$ cat config.mk
export PLATFORM = sky130hd
export DESIGN_NAME = chs_ctrl
export DESIGN_NICKNAME = d
export VERILOG_FILES = /design/src/rtl/chs_pkg.sv /design/src/rtl/chs_ctrl.sv
export VERILOG_INCLUDE_DIRS = /design/src /design/src/rtl
export SDC_FILE = /design/constraint.sdc
export NUM_CORES = 1
export LEC_CHECK = 0
export ABC_AREA = 0
export BUFFER_PORTS_ARGS = -buffer_cell sky130_fd_sc_hd__buf_2
export CAP_MARGIN = 20
export CORE_AREA = 2 2 39 41
export CTS_BUF_LIST = sky130_fd_sc_hd__clkbuf_8 sky130_fd_sc_hd__clkbuf_16
export DETAILED_ROUTE_END_ITERATION = 8
export DIE_AREA = 0 0 41 43
export GPL_TIMING_DRIVEN = 0
export HOLD_SLACK_MARGIN = 0.12
export PLACE_DENSITY_LB_ADDON = 0.2
export SETUP_SLACK_MARGIN = 0.15
export SYNTH_ARGS = -nofsm -noshare
export SYNTH_HDL_FRONTEND = slang
export SYNTH_SLANG_ARGS = --single-unit
$ cat constraint.sdc
create_clock -name clock -period 1.5 [get_ports clock]
set_input_delay 0.075 -clock clock [delete_from_list [all_inputs] [get_ports clock]]
set_output_delay 0.075 -clock clock [all_outputs]
set_load 0.02 [all_outputs]
$ cat src/rtl/chained_hash_set_insert_search_core_defines.svh
// Assertion macros shared by the chained hash set RTL.
`ifndef CHAINED_HASH_SET_INSERT_SEARCH_CORE_DEFINES_SVH
`define CHAINED_HASH_SET_INSERT_SEARCH_CORE_DEFINES_SVH
`ifndef NO_ASSERTIONS
// Same-cycle implication, disabled while reset is high.
`define CHS_ASSERT_IMP(label, clk, rst, ante, cons) \
   label: assert property (@(posedge clk) disable iff (rst) (ante) |-> (cons)) \
      else $error("chained hash set: same-cycle check failed");
// Next-cycle implication, disabled while reset is high.
`define CHS_ASSERT_NXT(label, clk, rst, ante, cons) \
   label: assert property (@(posedge clk) disable iff (rst) (ante) |=> (cons)) \
      else $error("chained hash set: next-cycle check failed");
`else
`define CHS_ASSERT_IMP(label, clk, rst, ante, cons)
`define CHS_ASSERT_NXT(label, clk, rst, ante, cons)
`endif
`endif

$ cat src/rtl/chs_pkg.sv
// Shared types and constants of the chained hash set.
`default_nettype none
package chs_pkg;

   localparam int unsigned KEY_W     = 31;
   localparam int unsigned CNT_W     = 8;
   localparam int unsigned BKT_OUT_W = 7;
   localparam int unsigned DIV_CNT_W = 5;
   localparam logic [DIV_CNT_W-1:0] DIV_LAST = 5'd30;

   localparam logic ACT_INSERT  = 1'b0;
   localparam logic ACT_SEARCH  = 1'b1;
   localparam logic STATUS_DONE = 1'b0;
   localparam logic STATUS_FULL = 1'b1;

   localparam logic REG_BUCKET_COUNT = 1'b0;

   typedef struct packed {
      logic load;
      logic div_step;
      logic len_rd;
      logic ins_wr;
      logic slot_rd;
      logic idx_inc;
      logic clear_wr;
      logic finish;
      logic found;
      logic status;
   } chs_cmd_type;

   typedef struct packed {
      logic is_search;
      logic div_last;
      logic len_full;
      logic len_zero;
      logic key_match;
      logic scan_last;
      logic clear_last;
   } chs_stat_type;

endpackage
`default_nettype wire

$ cat src/rtl/chs_ctrl.sv
// Controller state machine of the chained hash set.
`include "chained_hash_set_insert_search_core_defines.svh"
`default_nettype none
module chs_ctrl import chs_pkg::*; (
   input  wire logic         clock,
   input  wire logic         reset,
   input  wire logic         start,
   output logic              busy,
   input  wire chs_stat_type stat,
   output chs_cmd_type       cmd
);

   typedef enum logic [6:0] {
      S_CLEAR = 7'b0000001,
      S_IDLE  = 7'b0000010,
      S_DIV   = 7'b0000100,
      S_LREAD = 7'b0001000,
      S_LCHK  = 7'b0010000,
      S_SREAD = 7'b0100000,
      S_SCMP  = 7'b1000000
   } state_type;

   state_type state_ff, state_in;

   always_ff @(posedge clock) begin
      if (reset) begin
         state_ff <= S_CLEAR;
      end else begin
         state_ff <= state_in;
      end
   end

   always_comb begin
      state_in = state_ff;
      cmd      = '0;
      unique case (state_ff)
         S_CLEAR: begin
            cmd.clear_wr = 1'b1;
            if (stat.clear_last) begin
               state_in = S_IDLE;
            end
         end
         S_IDLE: begin
            if (start) begin
               cmd.load = 1'b1;
               state_in = S_DIV;
            end
         end
         S_DIV: begin
            cmd.div_step = 1'b1;
            if (stat.div_last) begin
               state_in = S_LREAD;
            end
         end
         S_LREAD: begin
            cmd.len_rd = 1'b1;
            state_in   = S_LCHK;
         end
         S_LCHK: begin
            if (!stat.is_search) begin
               cmd.finish = 1'b1;
               state_in   = S_IDLE;
               if (stat.len_full) begin
                  cmd.status = STATUS_FULL;
               end else begin
                  cmd.ins_wr = 1'b1;
                  cmd.status = STATUS_DONE;
               end
            end else if (stat.len_zero) begin
               cmd.finish = 1'b1;
               state_in   = S_IDLE;
            end else begin
               state_in = S_SREAD;
            end
         end
         S_SREAD: begin
            cmd.slot_rd = 1'b1;
            state_in    = S_SCMP;
         end
         S_SCMP: begin
            if (stat.key_match) begin
               cmd.finish = 1'b1;
               cmd.found  = 1'b1;
               state_in   = S_IDLE;
            end else if (stat.scan_last) begin
               cmd.finish = 1'b1;
               state_in   = S_IDLE;
            end else begin
               cmd.idx_inc = 1'b1;
               state_in    = S_SREAD;
            end
         end
         default: begin
            state_in = S_CLEAR;
         end
      endcase
   end

   assign busy = (state_ff != S_IDLE);

   `CHS_ASSERT_NXT(a_start_takes_busy, clock, reset, start && !busy, busy)
   `CHS_ASSERT_IMP(a_finish_not_idle, clock, reset, cmd.finish, busy)

endmodule
`default_nettype wire

==> flow_summary_export.csv <==
group,metric,value,unit
timing,maxSlewViolCount,0,
logic_synthesis,synth_common_cells,"dfxtp_1, nor2_1, inv_1, nand2b_1",
drt,routed_wl,1701,µm
worst_setup_path,path_buf_inv,2,
logic_synthesis,ys_types,29,
logic_synthesis,synth_top_area_share,28.00,%
floorplanning,dieWidth,41,µm
logic_synthesis,async_reset_ff_share,0,%
pwr,ir_worst_vdd,0.0007922,V
drt,vias,644,
logic_synthesis,seq_area_frac_synth,28.00,%
timing,setup_viol,11,
drt,dr.pass1.iters,4,
layout,layoutNonFillerInstCount,120,
logic_synthesis,syn_area,500.5,µm²
layout,seqCellArea,148.9,µm²
timing,hold_viol,0,
timing,post-route-period-util,127.2,%
floorplanning,initial_core_util,36.17,%
hold_path,hold_path_class,"in2reg",
logic_synthesis,syn_inst,64,
drt,wl_met1,717,µm
floorplanning,row_count,14,
timing,layout_min_cycle_time,1908,ps
layout,fin_nets,115,
global_routing,antenna_found_initial,0,
pwr,power.leakage,0.4931,nW
cts,clockRootBuffer,"clkbuf_8",
cts,path_clk_slew,40,ps
global_routing,grt_pass1_wl,2401,µm
worst_setup_path,worstPathCellList,"or3_4 -> or3_4 -> buf_8 -> nor4_4 -> buf_4",
worst_setup_path,end_kind,"output port",
layout,area_growth,113.2,%
worst_setup_path,slowest_stage,"or3_4",
placement,dp.cells,100,
floorplanning,fp.dieArea,1763,µm²
drt,wire_per_inst,14.18,µm
drt,drt_iter0_drc,8,
cts,cts_tree,"yes",
global_routing,grt_max_degree,9,
layout,n_antenna_cell,0,
global_routing,overflow,0,
worst_setup_path,critPathRequiredTime,1420,ps
placement,io_buffers,20,
layout,largest_register_ffs,7,
logic_synthesis,synth-main-ff-cell,"dfxtp_1",
timing,max_slew_margin,71.73,%
drt,met2WireLength,876,µm
worst_setup_path,path_common_cell,"or3_4",
floorplanning,die_h,43,µm
layout,largestRegisters,"state_ff x7",
worst_setup_path,critical_path.top_delay_family,"simple AND/OR/NAND/NOR gates",
layout,multi_input_area,496.7,µm²
drt,top_layer_used,"met4",
floorplanning,ios,21,
outcome,outcome,"finished, violations left",
worst_setup_path,criticalPathCategory,"reg2out",
layout,nFillCells,86,
timing,finalWorstSetupSlack,-407.7,ps
cts,cts_buffer_depth,2,
worst_setup_path,cp_max_fo,7,
global_routing,grt_use_total,19.48,%
cts,numCtsBuffers,3,
drt,met3RoutedLength,99,µm
cts,h-tree-depth,1,
timing,fmax,0.5242,GHz
layout,top_register,"state_ff",
timing,worst_pin_slew,423.5,ps
worst_setup_path,worst_ep_arrival_time,1830,ps
logic_synthesis,synth_seq_cells,7,
logic_synthesis,synth_area_per_cell,7.820,µm²
drt,drc_errors,0,
logic_synthesis,synthTopCellsByArea,"dfxtp_1, nor4b_1, nand2b_1",
timing,fin_hold_ws,183.5,ps
timing,fin_skew,1.555,ps
logic_synthesis,synth_warnings,0,
pwr,fin_total_pwr,0.001388,W
placement,dp_hpwl,1063,µm
global_routing,grt_pass1_vias,572,
timing,tns,-2413,ps
floorplanning,core_area,1384,µm²
cts,clock_sinks,7,
worst_setup_path,startpoint_type,"flop",
logic_synthesis,synth-edff-count,0,
timing,rsz0062_at_grt,"true",
layout,drive_above_1_share,69.23,%
logic_synthesis,yosys.area.top_type,"dfxtp_1",
worst_setup_path,slowest_delay,390,ps
drt,viasPerCell,5.367,
pwr,power_density,1301,nW/µm²
drt,antenna_left,0,
placement,place.gp.congestion,0.7326,
job,maxCapViolCount,0,
logic_synthesis,syn-num-nets,74,
cts,clkLatencyLatePin,220,ps
outcome,violations,"setup timing",
-- metrics by stage --
stage	cell area, µm²	worst slack [ps]	util, %
3_5_place_dp	728.2	-210.1	52.62
3_3_place_gp	728.2	-196.3	52.62
6_report	1067	-407.7	77.12
2_1_floorplan	608.1	-119.9	-
5_1_grt	1067	-475.8	77.12
4_1_cts	969.7	-401.2	70.07
-- worst min-delay path, stage by stage --
cell     delay [ps]
buf_2           110
or3_4           130
o31ai_2          50
-- power breakdown --
group / switching (W) / total (W) / internal, W
clock network: 0.0000757 / 0.000252 / 0.000176
registers: 0.0000339 / 0.000255 / 0.000221
logic: 0.000423 / 0.000881 / 0.000458
-- path summary, 6_finish.rpt --
check / depth (start not counted) / startpoint / slack [ps] / endpoint
setup / recovery: 5 / state_ff[3]$_SDFFE_PP0P_ / -410 / cmd[6]
hold / removal: 3 / start / 180 / state_ff[1]$_SDFFE_PP0P_
setup reg to reg: 5 / state_ff[3]$_SDFFE_PP0P_ / -190 / state_ff[1]$_SDFFE_PP0P_
hold reg to reg: 3 / state_ff[1]$_SDFFE_PP0P_ / 630 / state_ff[4]$_SDFFE_PP0P_
-- cell usage in the layout (no fill, tap or decap), drive strengths merged --
| cell type | count |
|---|---|
| nor4b | 4 |
| nor2b | 1 |
| inv | 7 |
| dlygate4sd3 | 2 |
| nor3 | 4 |
| xor2 | 1 |
| clkbuf | 4 |
| a211oi | 1 |
| o21ba | 1 |
| or3 | 3 |
| o32a | 1 |
| and3 | 1 |
| o211a | 1 |
| o21ai | 1 |
| nor3b | 3 |
| o21a | 2 |
| o22ai | 1 |
| a2bb2oi | 1 |
| buf | 37 |
| nor2 | 7 |
| nand2 | 2 |
| a31o | 1 |
| o31ai | 1 |
| nand2b | 5 |
| nand3 | 1 |
| dfxtp | 7 |
| nor4 | 4 |
-- metal layers --
layer	vias to the layer above	global-route usage, %
li1	309	-
met1	310	25.82
met2	23	32.81
met3	2	4.712
met4	0	0
met5	-	0
-- repair_timing --
action | 4_1_cts | 5_1_grt
endpoints found under the hold margin | 2 | 0
gates cloned | 0 | 0
endpoints found under the setup margin | 17 | 17
pin swaps | 7 | 3
buffers inserted | 8 | 6
hold buffers | 2 | 0
resized for setup | 35 | 15
-- cell families after synthesis --
| kind of cell | after synthesis | synth area share [%] |
|---|---|---|
| AO/OA/AOI/OAI | 11 | 18.75 |
| XOR/XNOR | 1 | 1.750 |
| buffers and inverters | 10 | 8.500 |
| flip-flops | 7 | 28.00 |
| AND/OR/NAND/NOR | 35 | 43.00 |
-- layout make-up --
cell class,instances,share of cell area [%]
clock inverter,1,0.3517
tap,16,1.876
buffer,4,5.158
sequential,7,13.95
multi-input combinational,47,46.54
timing repair buffer,36,26.14
inverter,6,2.110
clock buffer,3,3.869
(Power assumes the default switching activity.)
